===== config.mk =====
export PLATFORM = sky130hd
export DESIGN_NAME = keyframe_linear_interpolation_flat
export DESIGN_NICKNAME = d
export VERILOG_FILES = /design/src/hw/rtl/kli_pkg.sv /design/src/hw/rtl/kli_cmd_if.sv /design/src/hw/rtl/kli_res_if.sv /design/src/hw/rtl/kli_ram.sv /design/src/hw/rtl/kli_blend_unit.sv /design/src/hw/rtl/keyframe_linear_interpolation.sv /design/src/flat_wrapper.sv
export SDC_FILE = /design/constraint.sdc
export NUM_CORES = 2
export LEC_CHECK = 0
export BUFFER_PORTS_ARGS = -buffer_cell sky130_fd_sc_hd__buf_2
export CORE_UTILIZATION = 50
export CTS_BUF_LIST = sky130_fd_sc_hd__clkbuf_4
export CTS_CLUSTER_SIZE = 30
export DETAILED_ROUTE_END_ITERATION = 12
export HOLD_SLACK_MARGIN = 0.05
export PLACE_DENSITY = 0.66
export SETUP_SLACK_MARGIN = 0.4
export SKIP_CTS_REPAIR_TIMING = 1
export SLEW_MARGIN = 25
export SYNTH_ARGS = -nofsm -noshare
export SYNTH_HDL_FRONTEND = slang
export SYNTH_SLANG_ARGS = --single-unit

===== constraint.sdc =====
create_clock -name clk -period 21.2 [get_ports clk]
set_clock_uncertainty 0.15 [all_clocks]
set_input_delay 0 -clock clk [delete_from_list [all_inputs] [get_ports clk]]
set_output_delay 0 -clock clk [all_outputs]
set_load 0.01 [all_outputs]

===== src/hw/rtl/kli_pkg.sv =====
// ----------------------------------------------------------------------------
// kli_pkg
// Types, constants and widths shared by the keyframe interpolation block.
// ----------------------------------------------------------------------------
`default_nettype none

package kli_pkg;

    localparam int MAX_KEYS    = 16;
    localparam int KEY_ADDR_W  = $clog2(MAX_KEYS);
    localparam int KEY_COUNT_W = $clog2(MAX_KEYS + 1);

    localparam int POS_W   = 32;
    localparam int TIME_W  = 17;
    localparam int QTIME_W = 20;
    localparam int PROD_W  = POS_W + TIME_W;

    // two restoring steps per cycle over the 32 quotient bits
    localparam int DIV_STEPS  = 2;
    localparam int DIV_CYCLES = POS_W / DIV_STEPS;
    localparam int DIV_CNT_W  = $clog2(DIV_CYCLES);

    localparam logic [TIME_W-1:0] TIME_ONE = TIME_W'(65536);

    localparam logic [1:0] ACT_ADD   = 2'd0;
    localparam logic [1:0] ACT_QUERY = 2'd1;
    localparam logic [1:0] ACT_CLEAR = 2'd2;

    typedef struct packed {
        logic [1:0]                action;
        logic signed [POS_W-1:0]   key_x;
        logic signed [POS_W-1:0]   key_y;
        logic [TIME_W-1:0]         key_time;
        logic signed [POS_W-1:0]   cur_x;
        logic signed [POS_W-1:0]   cur_y;
        logic signed [QTIME_W-1:0] query_time;
    } cmd_item_t;

    typedef struct packed {
        logic signed [POS_W-1:0] delta_x;
        logic signed [POS_W-1:0] delta_y;
        logic                    found;
    } res_item_t;

    typedef struct packed {
        logic signed [POS_W-1:0] x;
        logic signed [POS_W-1:0] y;
        logic [TIME_W-1:0]       t;
    } key_entry_t;

    localparam int KEY_ENTRY_W = $bits(key_entry_t);

    typedef struct packed {
        logic signed [POS_W-1:0] a;
        logic signed [POS_W-1:0] b;
        logic [TIME_W-1:0]       num;
        logic [TIME_W-1:0]       den;
    } blend_op_t;

    typedef struct packed {
        logic                    done;
        logic signed [POS_W-1:0] result;
    } blend_stat_t;

endpackage

`default_nettype wire


===== src/hw/rtl/kli_cmd_if.sv =====
// ----------------------------------------------------------------------------
// kli_cmd_if
// Request channel: valid, ready and one command item.
// ----------------------------------------------------------------------------
`default_nettype none

interface kli_cmd_if import kli_pkg::*; ();
    logic      valid;
    logic      ready;
    cmd_item_t payload;

    modport source (output valid, output payload, input ready);
    modport sink   (input valid, input payload, output ready);
endinterface

`default_nettype wire


===== src/hw/rtl/kli_res_if.sv =====
// ----------------------------------------------------------------------------
// kli_res_if
// Result channel: valid, ready and one result item.
// ----------------------------------------------------------------------------
`default_nettype none

interface kli_res_if import kli_pkg::*; ();
    logic      valid;
    logic      ready;
    res_item_t payload;

    modport source (output valid, output payload, input ready);
    modport sink   (input valid, input payload, output ready);
endinterface

`default_nettype wire


===== src/hw/rtl/kli_ram.sv =====
// ----------------------------------------------------------------------------
// kli_ram
// Generic single-write, single-read RAM with registered read data.
// ----------------------------------------------------------------------------
`default_nettype none

module kli_ram #(
    parameter int WIDTH = 8,
    parameter int DEPTH = 16
) (
    input  wire logic                     clk,
    input  wire logic                     we,
    input  wire logic [$clog2(DEPTH)-1:0] waddr,
    input  wire logic [WIDTH-1:0]         wdata,
    input  wire logic [$clog2(DEPTH)-1:0] raddr,
    output logic      [WIDTH-1:0]         rdata
);

    logic [WIDTH-1:0] mem_reg [DEPTH];

    always_ff @(posedge clk)
    begin
        if (we)
        begin
            mem_reg[waddr] <= wdata;
        end
        rdata <= mem_reg[raddr];
    end

endmodule

`default_nettype wire


===== src/hw/rtl/kli_blend_unit.sv =====
// ----------------------------------------------------------------------------
// kli_blend_unit
// Shared blend datapath: a + (b - a) * num / den with one multiply and an
// iterative restoring divide, quotient truncated toward zero.
// ----------------------------------------------------------------------------
`default_nettype none

module kli_blend_unit import kli_pkg::*; (
    input  wire logic        clk,
    input  wire logic        rst_n,
    input  wire logic        start,
    input  wire blend_op_t   op,
    output blend_stat_t      stat
);

    localparam logic [2:0] U_IDLE = 3'd0;
    localparam logic [2:0] U_DIFF = 3'd1;
    localparam logic [2:0] U_MUL  = 3'd2;
    localparam logic [2:0] U_DIV  = 3'd3;
    localparam logic [2:0] U_SUM  = 3'd4;

    logic [2:0]           state_reg, state_next;
    logic [DIV_CNT_W-1:0] cnt_reg, cnt_next;
    blend_op_t            op_reg, op_next;
    logic                 neg_reg, neg_next;
    logic [POS_W-1:0]     mag_reg, mag_next;
    logic [TIME_W-1:0]    rem_reg, rem_next;
    logic [POS_W-1:0]     quo_reg, quo_next;

    logic signed [POS_W:0] diff;
    logic [PROD_W-1:0]     prod;
    logic [TIME_W:0]       r2 [DIV_STEPS];
    logic [TIME_W-1:0]     rs [DIV_STEPS+1];
    logic [POS_W-1:0]      qs [DIV_STEPS+1];
    logic signed [POS_W:0] sum;

    assign diff = {op_reg.b[POS_W-1], op_reg.b} - {op_reg.a[POS_W-1], op_reg.a};
    assign prod = PROD_W'(mag_reg) * PROD_W'(op_reg.num);

    // two dependent compare-subtract steps per cycle
    always_comb
    begin
        rs[0] = rem_reg;
        qs[0] = quo_reg;
        for (int s = 0; s < DIV_STEPS; s++)
        begin
            r2[s] = {rs[s], qs[s][POS_W-1]};
            if (r2[s] >= {1'b0, op_reg.den})
            begin
                rs[s+1] = TIME_W'(r2[s] - {1'b0, op_reg.den});
                qs[s+1] = {qs[s][POS_W-2:0], 1'b1};
            end
            else
            begin
                rs[s+1] = r2[s][TIME_W-1:0];
                qs[s+1] = {qs[s][POS_W-2:0], 1'b0};
            end
        end
    end

    assign sum = neg_reg ? ({op_reg.a[POS_W-1], op_reg.a} - {1'b0, quo_reg})
                         : ({op_reg.a[POS_W-1], op_reg.a} + {1'b0, quo_reg});

    assign stat.done   = (state_reg == U_SUM);
    assign stat.result = sum[POS_W-1:0];

    always_comb
    begin
        state_next = state_reg;
        cnt_next   = cnt_reg;
        op_next    = op_reg;
        neg_next   = neg_reg;
        mag_next   = mag_reg;
        rem_next   = rem_reg;
        quo_next   = quo_reg;
        case (state_reg)
            U_IDLE:
            begin
                if (start)
                begin
                    op_next    = op;
                    state_next = U_DIFF;
                end
            end
            U_DIFF:
            begin
                neg_next   = diff[POS_W];
                mag_next   = diff[POS_W] ? POS_W'(-diff) : diff[POS_W-1:0];
                state_next = U_MUL;
            end
            U_MUL:
            begin
                // num < den keeps the high part below den
                rem_next   = prod[PROD_W-1:POS_W];
                quo_next   = prod[POS_W-1:0];
                cnt_next   = '0;
                state_next = U_DIV;
            end
            U_DIV:
            begin
                rem_next = rs[DIV_STEPS];
                quo_next = qs[DIV_STEPS];
                cnt_next = cnt_reg + 1'b1;
                if (cnt_reg == DIV_CNT_W'(DIV_CYCLES - 1))
                begin
                    state_next = U_SUM;
                end
            end
            U_SUM:
            begin
                state_next = U_IDLE;
            end
            default:
            begin
                state_next = U_IDLE;
            end
        endcase
    end

    always_ff @(posedge clk or negedge rst_n)
    begin
        if (!rst_n)
        begin
            state_reg <= U_IDLE;
            cnt_reg   <= '0;
        end
        else
        begin
            state_reg <= state_next;
            cnt_reg   <= cnt_next;
        end
    end

    always_ff @(posedge clk)
    begin
        op_reg  <= op_next;
        neg_reg <= neg_next;
        mag_reg <= mag_next;
        rem_reg <= rem_next;
        quo_reg <= quo_next;
    end

endmodule

`default_nettype wire


===== src/hw/rtl/keyframe_linear_interpolation.sv =====
// ----------------------------------------------------------------------------
// keyframe_linear_interpolation
// Key table with a sequential scan and a shared multiply/divide blend unit.
// ----------------------------------------------------------------------------
// Requests arrive on cmd (valid/ready); results leave on res (valid/ready).
// An add request appends a key (dropped when the table is full), a clear
// request empties the table, action 3 is ignored.
// Neither gives a result. A query request gives exactly one result.
// A query reads the table one key per cycle from a registered-read RAM and
// stops at the first key pair (k-1, k) whose times bracket the query time,
// or after the last key. On a match the blend unit runs twice (x, then y),
// each run going through start, difference, multiply, an iterative divide at
// two quotient bits per cycle, and a final sum.
// cmd is ready only while no query is in work; one request is handled at a
// time. The result sits in an output register, so the next request is taken
// while it waits; if res stalls, a finished query holds until the register
// frees. Reset empties the table and drops any pending result; the key
// entries themselves are not cleared.
// ----------------------------------------------------------------------------
`default_nettype none

module keyframe_linear_interpolation import kli_pkg::*; (
    input  wire logic clk,
    input  wire logic rst_n,
    kli_cmd_if.sink   cmd,
    kli_res_if.source res
);

    localparam logic [2:0] S_IDLE     = 3'd0;
    localparam logic [2:0] S_SCAN     = 3'd1;
    localparam logic [2:0] S_LAUNCH_X = 3'd2;
    localparam logic [2:0] S_WAIT_X   = 3'd3;
    localparam logic [2:0] S_LAUNCH_Y = 3'd4;
    localparam logic [2:0] S_WAIT_Y   = 3'd5;
    localparam logic [2:0] S_FINISH   = 3'd6;

    logic [2:0]             state_reg, state_next;
    logic [KEY_COUNT_W-1:0] count_reg, count_next;
    logic [KEY_COUNT_W-1:0] idx_reg, idx_next;
    logic                   out_valid_reg, out_valid_next;
    res_item_t              out_data_reg, out_data_next;
    logic                   found_reg, found_next;

    logic [TIME_W-1:0]       t_reg, t_next;
    logic signed [POS_W-1:0] cur_x_reg, cur_x_next;
    logic signed [POS_W-1:0] cur_y_reg, cur_y_next;
    key_entry_t              prev_reg, prev_next;
    logic signed [POS_W-1:0] ax_reg, ax_next, bx_reg, bx_next;
    logic signed [POS_W-1:0] ay_reg, ay_next, by_reg, by_next;
    logic [TIME_W-1:0]       num_reg, num_next, den_reg, den_next;
    logic signed [POS_W-1:0] px_reg, px_next, py_reg, py_next;

    logic                   cmd_fire;
    logic                   ram_we;
    logic [KEY_ADDR_W-1:0]  ram_raddr;
    key_entry_t             ram_wdata;
    logic [KEY_ENTRY_W-1:0] ram_rdata;
    key_entry_t             entry;
    logic [TIME_W-1:0]      t_clamped;

    blend_op_t   blend_op;
    blend_stat_t blend_stat;
    logic        blend_start;

    logic signed [POS_W:0]   diff_x, diff_y;
    logic signed [POS_W-1:0] sat_x, sat_y;

    assign cmd.ready = (state_reg == S_IDLE);
    assign cmd_fire  = cmd.valid && cmd.ready;
    assign res.valid   = out_valid_reg;
    assign res.payload = out_data_reg;

    assign ram_we    = cmd_fire && (cmd.payload.action == ACT_ADD)
                       && (count_reg < KEY_COUNT_W'(MAX_KEYS));
    assign ram_wdata = '{x: cmd.payload.key_x, y: cmd.payload.key_y,
                         t: cmd.payload.key_time};
    assign ram_raddr = (state_reg == S_SCAN) ? idx_next[KEY_ADDR_W-1:0] : '0;
    assign entry     = key_entry_t'(ram_rdata);

    kli_ram #(
        .WIDTH (KEY_ENTRY_W),
        .DEPTH (MAX_KEYS)
    ) u_key_ram (
        .clk   (clk),
        .we    (ram_we),
        .waddr (count_reg[KEY_ADDR_W-1:0]),
        .wdata (ram_wdata),
        .raddr (ram_raddr),
        .rdata (ram_rdata)
    );

    assign blend_start = (state_reg == S_LAUNCH_X) || (state_reg == S_LAUNCH_Y);
    assign blend_op.a   = (state_reg == S_LAUNCH_X) ? ax_reg : ay_reg;
    assign blend_op.b   = (state_reg == S_LAUNCH_X) ? bx_reg : by_reg;
    assign blend_op.num = num_reg;
    assign blend_op.den = den_reg;

    kli_blend_unit u_blend (
        .clk   (clk),
        .rst_n (rst_n),
        .start (blend_start),
        .op    (blend_op),
        .stat  (blend_stat)
    );

    // clamp query time to 0..1.0
    always_comb
    begin
        if (cmd.payload.query_time[QTIME_W-1])
        begin
            t_clamped = '0;
        end
        else if (cmd.payload.query_time > QTIME_W'(TIME_ONE))
        begin
            t_clamped = TIME_ONE;
        end
        else
        begin
            t_clamped = cmd.payload.query_time[TIME_W-1:0];
        end
    end

    assign diff_x = {px_reg[POS_W-1], px_reg} - {cur_x_reg[POS_W-1], cur_x_reg};
    assign diff_y = {py_reg[POS_W-1], py_reg} - {cur_y_reg[POS_W-1], cur_y_reg};
    assign sat_x  = (diff_x[POS_W] != diff_x[POS_W-1])
                    ? {diff_x[POS_W], {(POS_W-1){~diff_x[POS_W]}}} : diff_x[POS_W-1:0];
    assign sat_y  = (diff_y[POS_W] != diff_y[POS_W-1])
                    ? {diff_y[POS_W], {(POS_W-1){~diff_y[POS_W]}}} : diff_y[POS_W-1:0];

    always_comb
    begin
        state_next     = state_reg;
        count_next     = count_reg;
        idx_next       = idx_reg;
        out_valid_next = out_valid_reg;
        out_data_next  = out_data_reg;
        found_next     = found_reg;
        t_next         = t_reg;
        cur_x_next     = cur_x_reg;
        cur_y_next     = cur_y_reg;
        prev_next      = prev_reg;
        ax_next        = ax_reg;
        bx_next        = bx_reg;
        ay_next        = ay_reg;
        by_next        = by_reg;
        num_next       = num_reg;
        den_next       = den_reg;
        px_next        = px_reg;
        py_next        = py_reg;

        if (out_valid_reg && res.ready)
        begin
            out_valid_next = 1'b0;
        end

        case (state_reg)
            S_IDLE:
            begin
                if (cmd_fire)
                begin
                    case (cmd.payload.action)
                        ACT_ADD:
                        begin
                            if (ram_we)
                            begin
                                count_next = count_reg + 1'b1;
                            end
                        end
                        ACT_QUERY:
                        begin
                            t_next     = t_clamped;
                            cur_x_next = cmd.payload.cur_x;
                            cur_y_next = cmd.payload.cur_y;
                            idx_next   = '0;
                            state_next = S_SCAN;
                        end
                        ACT_CLEAR:
                        begin
                            count_next = '0;
                        end
                        default:
                        begin
                        end
                    endcase
                end
            end
            S_SCAN:
            begin
                // entry holds key idx_reg, read in the previous cycle
                if (idx_reg >= count_reg)
                begin
                    found_next = 1'b0;
                    state_next = S_FINISH;
                end
                else if ((idx_reg != '0) && (t_reg >= prev_reg.t) && (t_reg < entry.t))
                begin
                    ax_next    = prev_reg.x;
                    bx_next    = entry.x;
                    ay_next    = prev_reg.y;
                    by_next    = entry.y;
                    num_next   = t_reg - prev_reg.t;
                    den_next   = entry.t - prev_reg.t;
                    found_next = 1'b1;
                    state_next = S_LAUNCH_X;
                end
                else
                begin
                    prev_next = entry;
                    idx_next  = idx_reg + 1'b1;
                end
            end
            S_LAUNCH_X:
            begin
                state_next = S_WAIT_X;
            end
            S_WAIT_X:
            begin
                if (blend_stat.done)
                begin
                    px_next    = blend_stat.result;
                    state_next = S_LAUNCH_Y;
                end
            end
            S_LAUNCH_Y:
            begin
                state_next = S_WAIT_Y;
            end
            S_WAIT_Y:
            begin
                if (blend_stat.done)
                begin
                    py_next    = blend_stat.result;
                    state_next = S_FINISH;
                end
            end
            S_FINISH:
            begin
                if (!out_valid_reg || res.ready)
                begin
                    out_valid_next        = 1'b1;
                    out_data_next.found   = found_reg;
                    out_data_next.delta_x = found_reg ? sat_x : '0;
                    out_data_next.delta_y = found_reg ? sat_y : '0;
                    state_next            = S_IDLE;
                end
            end
            default:
            begin
                state_next = S_IDLE;
            end
        endcase
    end

    always_ff @(posedge clk or negedge rst_n)
    begin
        if (!rst_n)
        begin
            state_reg     <= S_IDLE;
            count_reg     <= '0;
            idx_reg       <= '0;
            out_valid_reg <= 1'b0;
            found_reg     <= 1'b0;
        end
        else
        begin
            state_reg     <= state_next;
            count_reg     <= count_next;
            idx_reg       <= idx_next;
            out_valid_reg <= out_valid_next;
            found_reg     <= found_next;
        end
    end

    always_ff @(posedge clk)
    begin
        out_data_reg <= out_data_next;
        t_reg        <= t_next;
        cur_x_reg    <= cur_x_next;
        cur_y_reg    <= cur_y_next;
        prev_reg     <= prev_next;
        ax_reg       <= ax_next;
        bx_reg       <= bx_next;
        ay_reg       <= ay_next;
        by_reg       <= by_next;
        num_reg      <= num_next;
        den_reg      <= den_next;
        px_reg       <= px_next;
        py_reg       <= py_next;
    end

    a_count_bound: assert property (@(posedge clk) disable iff (!rst_n)
        count_reg <= KEY_COUNT_W'(MAX_KEYS))
        else $error("key count above table depth");

    a_done_in_wait: assert property (@(posedge clk) disable iff (!rst_n)
        blend_stat.done |-> (state_reg == S_WAIT_X) || (state_reg == S_WAIT_Y))
        else $error("blend unit finished outside a wait state");

    a_add_counts: assert property (@(posedge clk) disable iff (!rst_n)
        ram_we |=> count_reg == $past(count_reg) + 1'b1)
        else $error("stored key not counted");

    a_query_scans: assert property (@(posedge clk) disable iff (!rst_n)
        cmd_fire && (cmd.payload.action == ACT_QUERY) |=> state_reg == S_SCAN)
        else $error("query request did not start a scan");

    a_finish_holds: assert property (@(posedge clk) disable iff (!rst_n)
        (state_reg == S_FINISH) && out_valid_reg && !res.ready |=> state_reg == S_FINISH)
        else $error("finished query left while the output register was busy");

endmodule

`default_nettype wire


===== src/flat_wrapper.sv =====
// flat-port wrapper written by rule: the top's interface ports become plain ports
module keyframe_linear_interpolation_flat import kli_pkg::*;
  (clk, rst_n, cmd_valid, cmd_payload, cmd_ready, res_valid, res_payload, res_ready);
  kli_cmd_if cmd_i ();
  kli_res_if res_i ();
  input  wire logic clk;
  input  wire logic rst_n;
  input wire logic [$bits(cmd_i.valid)-1:0] cmd_valid;
  input wire logic [$bits(cmd_i.payload)-1:0] cmd_payload;
  output wire logic [$bits(cmd_i.ready)-1:0] cmd_ready;
  output wire logic [$bits(res_i.valid)-1:0] res_valid;
  output wire logic [$bits(res_i.payload)-1:0] res_payload;
  input wire logic [$bits(res_i.ready)-1:0] res_ready;
  assign cmd_i.valid = cmd_valid;
  assign cmd_i.payload = cmd_payload;
  assign cmd_ready = cmd_i.ready;
  assign res_valid = res_i.valid;
  assign res_payload = res_i.payload;
  assign res_i.ready = res_ready;
  keyframe_linear_interpolation u_core (.clk(clk), .rst_n(rst_n), .cmd(cmd_i), .res(res_i));
endmodule

# --- Word level (Yosys, flattened, before mapping) ---
# Memories as Yosys holds them, arrays and structs flattened. A register that Yosys moved wholly into a read port is not among the register bits.
# Index checks and enable logic that the tools add are counted.
classes:
  mul: 1
  bitwise_logic: 4
  n_lt_le_gt_ge: 7
  add_sub_neg: 13
  n_eq_ne: 26
  n_reduce_logical: 30
  shift: 0
  div_mod_pow: 0
  mux: 40
ops:
  columns: ["op", "count"]
  rows:
  - ["2-to-1 mux 32 bit", 6]
  - ["subtractor 32 x 32 -> 33 bit", 3]
  - ["subtractor 17 bit", 4]
  - ["case mux 32 bit (2 select lines)", 1]
  - ["2-to-1 mux 17 bit", 3]
  - ["multiplier 32 x 17 -> 49 bit", 1]
  - [">= comparator 18 x 17 -> 1 bit", 2]
  - ["case mux 17 bit (2 select lines)", 1]
  - ["adder 32 bit", 1]
  - ["negation 32 bit", 1]
  - ["subtractor 32 bit", 1]
  - ["2-to-1 mux 3 bit", 9]
  - ["2-to-1 mux 5 bit", 5]
  - ["case mux 3 bit (7 select lines)", 1]
  - ["greater-than comparator 20 x 17 -> 1 bit (second input constant)", 1]
  - ["case mux 5 bit (2 select lines)", 2]
  - [">= comparator 17 bit", 1]
  - ["< comparator 17 bit", 1]
  - ["== test 3 x 2 -> 1 bit (second input constant)", 4]
  - ["== test 3 bit (second input constant)", 4]
  - ["case mux 3 bit (4 select lines)", 1]
  - ["AND reduction 2 bit", 6]
  - ["adder 5 x 1 -> 5 bit (second input constant)", 2]
  - ["inequality test 2 x 1 -> 1 bit (second input constant)", 5]
  - ["26 further kinds", 55]
totals:
  register_bits: 655
  latchBits: 0
  rom_bits: 0
  mem_bits_rw: 1296
  n_memories: 1
  out_inout_bits: 67
  wordCells: 156
memory_table:
  columns: ["memory", "words", "width", "read_ports", "rd_clocked_by_memory_dff", "wr", "line_no", "rtl"]
  rows:
  - ["u_core.u_key_ram.mem_reg", 16, 81, 1, 1, 1, "kli_ram.sv:19", "logic [WIDTH-1:0] mem_reg [DEPTH];"]

# --- Longest topological paths before layout ---
depth:
  ltp_word: 7
  ltp_mapped: 27

# --- By module ---
# Synthesis repeated with hierarchy kept, for this count alone.
unflattened:
  hier_cells: 6958
  area_unflattened_um2: 101502.3
modules_own_cells:
  columns: ["mod", "n_inst", "cells_per_inst", "seq_area_each_um2", "area_per_inst_um2"]
  rows:
  - ["kli_ram", 1, 2078, 40538.9, 50020.5]
  - ["kli_blend_unit", 1, 3321, 5580.4, 29977.5]
  - ["keyframe_linear_interpolation", 1, 1559, 13978.4, 21504.4]

# --- Worst setup path after synthesis ---
# No wires, ideal clock.
synth_path:
  path_kind: "flip-flop to flip-flop"
  from: "register u_core.idx_reg[0]"
  to: "register u_core.ax_reg[0] (enable)"
  arrival_time_ns: 17.123
  path_stages_with_launch: 8
  setup_slack_ns: 2.848
  setup_time_ns: 1.079
  period_less_slack_ns: 18.352
  path_cell_list: "dfrtp_1 clkbuf_1 inv_1 ha_1 a31o_2 a2111oi_0 a31oi_1 nor4_1"
synth_between:
  elab_chain_cells: 4
synth_rtl:
  columns: ["element", "line_no", "rtl"]
  rows:
  - ["start: declaration", "keyframe_linear_interpolation.sv:39", "logic [KEY_COUNT_W-1:0] idx_reg, idx_next;"]
  - ["start signal: assignment", "keyframe_linear_interpolation.sv:268", "idx_reg <= idx_next;"]
  - ["parallel branches: the longest is 3 deep, another holds >= comparator 5 bit", null, null]
  - ["AND reduction 3 bit (no source line) (*)", null, null]
  - ["end signal: assignment", "keyframe_linear_interpolation.sv:281", "ax_reg <= ax_next;"]
  - ["end: declaration", "keyframe_linear_interpolation.sv:48", "logic signed [POS_W-1:0] ax_reg, ax_next, bx_reg, bx_next;"]
# Every way passes the cells marked *.
# A chain may end at the register's enable or synchronous reset.

# --- Final worst setup path ---
layout_path:
  from: "register u_core.u_blend.mag_reg[7]"
  to: "register u_core.u_blend.rem_reg[16], data pin"
layout_between:
  elab_chain_cells: 2
layout_rtl:
  columns: ["element", "line_no", "rtl"]
  rows:
  - ["start: declaration", "kli_blend_unit.sv:26", "logic [POS_W-1:0] mag_reg, mag_next;"]
  - ["start signal: assignment", "kli_blend_unit.sv:138", "mag_reg <= mag_next;"]
  - ["multiplier 32 x 17 -> 49 bit", "kli_blend_unit.sv:38", "assign prod = PROD_W'(mag_reg) * PROD_W'(op_reg.num);"]
  - ["case mux 17 bit (2 select lines)", "kli_blend_unit.sv:76", "case (state_reg)"]
  - ["net u_core.u_blend.rem_next[16]", "kli_blend_unit.sv:27", "logic [TIME_W-1:0] rem_reg, rem_next;"]
  - ["end signal: assignment", "kli_blend_unit.sv:139", "rem_reg <= rem_next;"]
  - ["end: declaration", "kli_blend_unit.sv:27", null]
# The timed path passes the listed nets, and every way through them passes these cells.

==> impl_metrics.csv <==
group,metric,value,unit
timing,finalMaxSlewViolations,0,
yosys,synth_compound_gate_area_share,10.3,%
clock_tree,worstSkewPairLatency,1350,ps
yosys,syn_area,102000,um2
final_layout,largest_register_ffs,1296,
clock_tree,path_clk_slew,70,ps
job,maxCapViolations,0,
clock_tree,cts_tree,"done",
setup_path,cp-startpoint,"u_core.u_blend.mag_reg[7]",
timing,slew_headroom,25.1,%
yosys,synthSimpleGateAreaFrac,7.77,%
setup_path,cp-end-kind,"register",
setup_path,path_max_fanout,17,
die,start_util,50.4,%
yosys,syn-num-nets,8791,
timing,period_minus_slack,8040,ps
setup_path,required,22060,ps
timing,finalSetupTns,0,ps
clock_tree,clockBufferDepth,4,
die,coreArea,202000,um2
setup_path,critical_path.max_stage_delay,850,ps
yosys,syn_inst,7816,
grt,gr-total-overflow,0,
routing,firstDrtPassIters,6,
yosys,synth.distinct_cells,102,
clock_tree,cts_buffers,533,
grt,antenna_found_initial,28,
final_layout,multi_input_area,37700,um2
yosys,synth_fa_ha_area_share,13.2,%
setup_path,path_cells,"nand2_1 -> fa_1 -> inv_1 -> fa_1 -> inv_1 -> fa_1 -> inv_1 -> fa_1 -> fa_1 -> inv_1 -> fa_1 -> inv_1 -> ha_1 -> a21oi_1 -> o21ai_0 -> a32o_1 -> a21oi_1 -> a21o_1 -> a21oi_1 -> nor4_1 -> o31ai_1 -> a311oi_1 -> xnor2_1 -> a21oi_1",
worst_hold_path,hp-start,"cmd_payload[160]",
final_layout,final_cell_mix,"edfxtp_1 (1,929), inv_1 (783), clkbuf_4 (764)",
status,status,"finished, final reports clean",
yosys,yosys_warnings,0,
setup_path,critPathKind,"register to register",
die,fp.dieH,454,um
final_layout,final_layout_size_suffix_gt1_share,14.4,%
die,die_w,454,um
final_layout,num-fill-cells,16200,
timing,finalHoldViolCount,0,
setup_path,r2r-start,"u_core.u_blend.mag_reg[7]",
grt,grt_pass1_wl,400,mm
power,p_per_area,66.7,nW/um2
place,place.gp.congestion,0.909,
grt,grt_pass1_vias,67000,
power,ir_worst_vdd,60.7,uV
place,hpwl,160,mm
routing,avgRoutedWirePerCell,23.2,um
clock_tree,root_buffer,"clkbuf_4",
final_layout,final_common_cell,"edfxtp_1",
routing,vias_per_cell,5.77,
timing,worst_slew_pin_slew,1120,ps
routing,via_count,67900,
yosys,synth_top_family_by_area,"adder cells",
timing,fmax,124,MHz
yosys,syn_area_per_cell,13.0,um2
routing,first_iter_violations,5909,
timing,finalSetupViolCount,0,
clock_tree,clock-sinks,2032,
grt,grtUsageTotal,25.7,%
final_layout,nets,9720,
place,port_buffers,237,
routing,antenna_left,0,
timing,fin_crit_sh,37.9,%
die,io_pins,238,
die,core.rowCount,165,
yosys,synth_xor_area_share,2.04,%
setup_path,crit_path_top_delay_cell,"edfxtp_1",
setup_path,crit_top_cell,"fa_1",
die,die_area,206000,um2
yosys,ys_async_sr_fraction,1.08,%
setup_path,cp.arrival,8910,ps
yosys,synthMuxAreaShare,3.34,%
power,power,7.80,mW
worst_hold_path,hp-class,"primary input to register",
setup_path,r2r_slack,13160,ps
setup_path,crit_path_start_kind,"register",
yosys,ys_seq_elements,2032,
yosys,synth_edf_count,1929,
yosys,ys.flop_type,"edfxtp_1",
routing,drc_errors,0,
final_layout,regArea,60100,um2
grt,grt_max_degree,163,
final_layout,syn_to_final_growth,14.7,%
routing,wl,273,mm
clock_tree,htreeDepth,6,
timing,rsz0062_at_grt,"false",
power,power_leakage,45.0,nW
yosys,yosysSeqAreaShare,58.9,%
==> Yosys cell counts, types with 81 or more instances <==
cell type  instances  area [um2]
dfxtp_1           81        1620
and2_1           241        1510
mux2i_1          257        2570
nor3_1           142         711
edfxtp_1        1929       57900
nand2_1          686        2570
inv_1            785        2950
fa_1             457        9150
nor2_1           241         905
nand3_1          136         681
o221ai_1         163        1430
o31ai_1          104         781
o21ai_0          220        1100
o21ai_1           87         435
a21oi_1          294        1470
a211oi_1          99         743
clkbuf_1         280        1050
a21o_1           125         938
xnor2_1          165        1450
ha_1             347        4340
o22ai_1          249        1560
==> logic make-up (layout without fill, tap and decap cells) <==
family,Yosys count,in the layout
buffers and inverters,1154,2421
DFF,2032,2032
other,0,18
adders and majority gates,804,804
xor gates and xnor gates,237,237
AOI/OAI and AO/OA,1583,1583
and+or+nand+nor,1675,1675
muxes,331,331
==> metal layers <==
| metal | track usage, % | part of all wire, % | vias to the layer above |
|---|---|---|---|
| met4 | 9.67 | 3.4 | 16 |
| met5 | 0 | 0.035 | - |
| met1 | 33.5 | 40 | 33700 |
| li1 | - | - | 30600 |
| met2 | 42.5 | 48 | 3038 |
| met3 | 5.16 | 7.9 | 586 |
==> metrics by stage <==
step | instance area [um2] | setup WS (ps) | hold WS [ps] | utilization, % | instances
3_3_place_gp | 106000 | 13260 | -126 | 52.5 | 10500
3_5_place_dp | 106000 | 13130 | -121 | 52.5 | 10500
4_1_cts | 113000 | 13140 | -1590 | 55.6 | 11300
5_1_grt | 117000 | 12860 | 65.4 | 57.8 | 11800
6_report | 117000 | 13160 | 123 | 57.8 | 11800
2_1_floorplan | 102000 | 2850 | -446 | - | 7816
==> where the power goes <==
part	leakage [nW]	internal, mW	switching (mW)
Clock	3.87	1.75	1.55
Combinational	23.0	0.0623	0.0557
Sequential	18.1	4.37	0.0000000000000000178
Total	45.0	6.19	1.61
==> critical path: cells and delay by family, from the launching register on <==
family / cells / cell delay [ps]
AOI/OAI and AO/OA: 9 / 1970
adders and majority gates: 7 / 3360
DFF: 1 / 850
and+or+nand+nor: 2 / 1010
xor gates and xnor gates: 1 / 170
buffers and inverters: 5 / 260
==> final cells by class <==
class	count	area share [%]
diodes	18	0.0385
multi-input cells	4630	32.3
well taps	2672	2.86
flip-flops and latches	2032	51.4
inverters	786	2.53
clock buffers	764	4.90
repair buffers	762	5.42
clock inverters	109	0.582
==> worst paths after layout <==
| check | depth (start not counted) | to |
|---|---|---|
| setup / recovery | 24 | u_core.u_blend.rem_reg[16] |
| hold / removal | 3 | u_core.u_key_ram.mem_reg[4][76] |
| setup reg to reg | 24 | u_core.u_blend.rem_reg[16] |
| hold reg to reg | 0 | u_core.prev_reg[64] |
| max in group asynchronous | 5 | u_core.u_blend.cnt_reg[0] |
| min in group asynchronous | 5 | u_core.idx_reg[3] |
Power figures use the tool's default switching activity.
